===== src/design/oblivious_min_priority_queue_core_defines.svh =====
// Assertion macros shared by the priority queue RTL.
// Depends on clk and rst_n being visible in the including module.
`ifndef OBLIVIOUS_MIN_PRIORITY_QUEUE_CORE_DEFINES_SVH
`define OBLIVIOUS_MIN_PRIORITY_QUEUE_CORE_DEFINES_SVH

// Same-cycle implication, checked outside reset.
`define OMPQ_ASSERT_NOW(lbl, ante, cons) \
    lbl: assert property (@(posedge clk) disable iff (!rst_n) (ante) |-> (cons)) \
        else $error("ompq assertion failed");

// Next-cycle implication, checked outside reset.
`define OMPQ_ASSERT_NEXT(lbl, ante, cons) \
    lbl: assert property (@(posedge clk) disable iff (!rst_n) (ante) |=> (cons)) \
        else $error("ompq assertion failed");

`endif


===== src/design/ompq_pkg.sv =====
// Shared types and codes for the linear-scan minimum priority queue.
// No dependencies.
package ompq_pkg;

    typedef enum logic [1:0] {
        CMD_INSERT = 2'd0,
        CMD_POP    = 2'd1,
        CMD_PEEK   = 2'd2
    } cmd_t;

    // One stored entry: signed Q16.16 distance and identifier.
    typedef struct packed {
        logic signed [31:0] distance;
        logic [30:0]        id;
    } entry_t;

endpackage


===== src/design/ompq_store.sv =====
// Entry store: single-port-write, single-port-read synchronous RAM.
// Depends on ompq_pkg for the entry type. Read data appears the cycle after rd_en.
module ompq_store #(
    parameter int DEPTH = 64,
    parameter int AW    = 6
) (
    input  logic            clk,
    input  logic            wr_en,
    input  logic [AW-1:0]   wr_addr,
    input  ompq_pkg::entry_t wr_entry,
    input  logic            rd_en,
    input  logic [AW-1:0]   rd_addr,
    output ompq_pkg::entry_t rd_entry
);

    ompq_pkg::entry_t mem [DEPTH];

    always_ff @(posedge clk)
    begin
        if (wr_en)
        begin
            mem[wr_addr] <= wr_entry;
        end
    end

    always_ff @(posedge clk)
    begin
        if (rd_en)
        begin
            rd_entry <= mem[rd_addr];
        end
    end

endmodule


===== config.mk =====
export PLATFORM = sky130hd
export DESIGN_NAME = ompq_store
export DESIGN_NICKNAME = d
export VERILOG_FILES = /design/src/design/oblivious_min_priority_queue_core_defines.svh /design/src/design/ompq_pkg.sv /design/src/design/ompq_store.sv
export SDC_FILE = /design/constraint.sdc
export NUM_CORES = 2
export LEC_CHECK = 0
export ABC_CLOCK_PERIOD_IN_PS = 6100
export BUFFER_PORTS_ARGS = -buffer_cell sky130_fd_sc_hd__buf_4
export CAP_MARGIN = 20
export CORE_MARGIN = 3
export CORE_UTILIZATION = 60
export DETAILED_ROUTE_END_ITERATION = 12
export PLACE_DENSITY_LB_ADDON = 0.05
export SLEW_MARGIN = 5
export SYNTH_ARGS = -nofsm -noshare
export SYNTH_HDL_FRONTEND = slang
export SYNTH_SLANG_ARGS = --single-unit

===== constraint.sdc =====
create_clock -name clk -period 6.1 [get_ports clk]
set_input_delay 0.305 -clock clk [delete_from_list [all_inputs] [get_ports clk]]
set_output_delay 0.305 -clock clk [all_outputs]
set_load 0.01 [all_outputs]

==> results by group <==
Clock tree
  • CTS tree: built
  • Hold buffer count at cts: 69
  • Clk_lat worst skew: 1.00 ns
  • H-tree depth: 5
  • Post-CTS setup buffers: 0
  • CTS buffer count: 415
  • Clk slew on worst S/H paths: 0.06 ns
  • Maximum root-to-sink buffer count: 4
  • CTS resizes: 0
  • CTS root buf: clkbuf_16
  • Clock sink total: 4095

Power and ir drop
  • Leakage: approximately 0.054 uW
  • Pwr per Cell Area: 335.6 mW/mm2
  • Power, Total: roughly 58000 uW
  • VDD IR max: ~0.33 mV

Detailed routing
  • Vias/cell: 7.222
  • DRT Pass-1 Iters: 5
  • Number of nets with antenna violations after routing: 0
  • Drt wl/cell: ~40 um
  • Drt total wl: 435.2 mm
  • Drt drc: 0
  • First-iteration detailed-routing DRC count: 12.54k
  • Vias: 77.23k

Job
  • Max cap viols: 0

Setup path
  • CP cell instances: dlygate4sd3_1 > buf_4 > buf_4 > nand2b_4 > buf_4 > o22ai_1 > nor4_1 > o22a_1
  • Crit path kind: in2reg
  • Flop2flop setup slack: 3.48 ns
  • FF-to-FF path depth: 5
  • Critical Path Fanout Max: 35
  • Critical path capture point type: register
  • R2r startpoint: mem[45][48]
  • CP arrival: between 4 and 5 ns
  • Slowest cell delay on critical path: 0.85 ns
  • Crit start category: input port
  • Buffers & Inverters on Critical Path: 4
  • Worst path top cell family by delay: buffers and inverters
  • Worst R2R End: rd_entry[48]
  • Critical Path Most Common Cell: buf_4
  • Worst endpoint required time: 6.94 ns
  • Slowest cell on crit path: nand2b_4
  • CP Depth: 8

Global routing
  • Largest net degree at the start of global routing: ~120
  • Initial antenna violation count: 32
  • Total GRT Usage: 33.55%
  • Vias in the first global route: 75.39k
  • GR Overflow Total: 0
  • First-pass GRT wire length: 606.0 mm

Placement
  • Dpl hpwl: 226.8 mm
  • PortBufs: 140
  • Area after DPL: 0.1600 mm2
  • Placed Instances: 9873
  • GPL Wtd Cong: 0.8024
  • Worst slack, placed: slightly above 2 ns

Timing
  • Tightest Pin Transition: 1.248 ns
  • Clk_skew: 0.04450 ns
  • Final period util: between 50% and 60%
  • Setup TNS: 0 ns
  • Min Tclk post-route: 3.444 ns
  • Final setup margin: 2.656 ns
  • RSZ-0062 raised after global routing: false
  • Final hold vios: 0
  • Fmax: 0.2903 GHz
  • Worst slew margin: 16.78%
  • Max-slew violations: 0
  • Final setup violation count: 0

Floorplan
  • Die ar.: 0.2627 mm2
  • Row cnt: 185
  • I/O pin count: 141
  • Initial Util: 60.46%
  • DIE HEIGHT: between 500 and 600 um
  • Die width: ~500 um
  • CORE AREA: 0.2546 mm2

Finish
  • Leading cell type in the layout, fill and taps excluded: edfxtp_1
  • Share of layout cells above drive strength 1: about a quarter
  • Most frequent cells in the layout: edfxtp_1 (4095), mux4_2 (963), clkbuf_16 (419)
  • Layout area overhead: 12.72%
  • Area of the multi-input gates: 0.02966 mm2
  • Layout Cells excl Fill: 10.69k
  • Nets: 7072
  • Sequential Area: 0.1230 mm2
  • Final instance area: 0.1735 mm2
  • Fillers: 15.70k

Synth
  • Async set or reset register ratio after synthesis: 0%
  • Seq/Total Area, Yosys: approximately 80%
  • Synth cell types: 33
  • Yosys warnings: 0
  • Syn Nets: 6633
  • Mapped Area: between 0.15 and 0.2 mm2
  • Mean post-synth cell area: between 20 and 25 um2
  • EDFF count, synth: 4095
  • Cell count after synthesis: 6555
  • Top FF cell, synth: edfxtp_1
  • FF+latch count, synth: 4095

Worst hold path
  • Worst hold path startpoint: wr_addr[0]
  • Worst hold-check path type: in2reg
  • Hold path endpoint: mem[51][3]
  • WHS Path Cells: 3

Outcome
  • Run status: completed
-- cells by family after synthesis --
logic type | Yosys count | share of synthesized area, %
flops | 4095 | 79.88
buf+inv | 381 | 1.225
mux | 1067 | 14.77
compound gates | 612 | 2.805
simple gates | 400 | 1.323
-- Yosys cell counts, types with 16 or more instances --
| master | count | area [um2] |
|---|---|---|
| edfxtp_1 | 4095 | 123000 |
| mux4_2 | 963 | 21690 |
| o22ai_1 | 299 | 1871 |
| clkbuf_1 | 164 | 615.6 |
| nor2_1 | 125 | 469.2 |
| buf_2 | 115 | 575.6 |
| mux2i_1 | 104 | 1041 |
| a211oi_1 | 103 | 773.2 |
| nor2b_1 | 87 | 544.3 |
| o221ai_1 | 63 | 551.8 |
| nor3_1 | 55 | 275.3 |
| nor4_1 | 53 | 331.6 |
| o22a_1 | 53 | 464.2 |
| buf_4 | 51 | 382.9 |
| a22oi_1 | 50 | 375.4 |
| buf_1 | 35 | 131.4 |
| nand3_1 | 27 | 135.1 |
| nand2_1 | 23 | 86.33 |
| buf_6 | 16 | 180.2 |
-- worst min-delay path, stage by stage --
cell	delay, ns
buf_4	0.16
nand4_1	0.30
nor2_4	0.23
-- power breakdown --
part | switching (uW) | internal [uW]
Clock | 10300 | 13900
Combinational | 1720 | 979
Sequential | 129 | 31200
Total | 12100 | 46100
-- layout make-up --
cell class / count / area share [%]
multi-input cells: 2079 / 17.09
clock inverters: 225 / 1.123
clock buffers: 506 / 6.231
diodes: 20 / 0.02884
flip-flops and latches: 4095 / 70.86
well taps: 3366 / 2.427
repair buffers: 403 / 2.235
-- layer usage --
| layer | part of all wire [%] | wire, um | up-vias | global-route usage [%] |
|---|---|---|---|---|
| met2 | 47 | 206300 | 5200 | 51.30 |
| li1 | - | - | 29320 | - |
| met4 | 2.9 | 12720 | 12 | 9.605 |
| met5 | 0.013 | 58 | - | 0 |
| met1 | 38 | 163600 | 41960 | 50.04 |
| met3 | 12 | 52550 | 737 | 7.237 |
-- registers in the layout, indices dropped and copies added (netlist names) --
| name | flops |
|---|---|
| rd_entry | 63 |
| mem | 4032 |
-- worst max-delay path by stage --
stage,start,to
5_1_grt,rd_addr[4],rd_entry[33]
3_3_place_gp,rd_addr[3],rd_entry[33]
2_1_floorplan,wr_addr[3],mem[48][0]
6_report,rd_addr[4],rd_entry[33]
4_1_cts,rd_addr[4],rd_entry[33]
3_5_place_dp,rd_addr[3],rd_entry[33]
-- per-stage QoR --
| step | hold WS, ns | util [%] |
|---|---|---|
| floorplan | 0.4039 | - |
| global placement | 0.7737 | 62.81 |
| detailed placement | 0.7645 | 62.84 |
| CTS | 0.1293 | 68.12 |
| global route | 0.1816 | 68.14 |
| finish | 0.2171 | 68.15 |
Power figures use the tool's default switching activity.
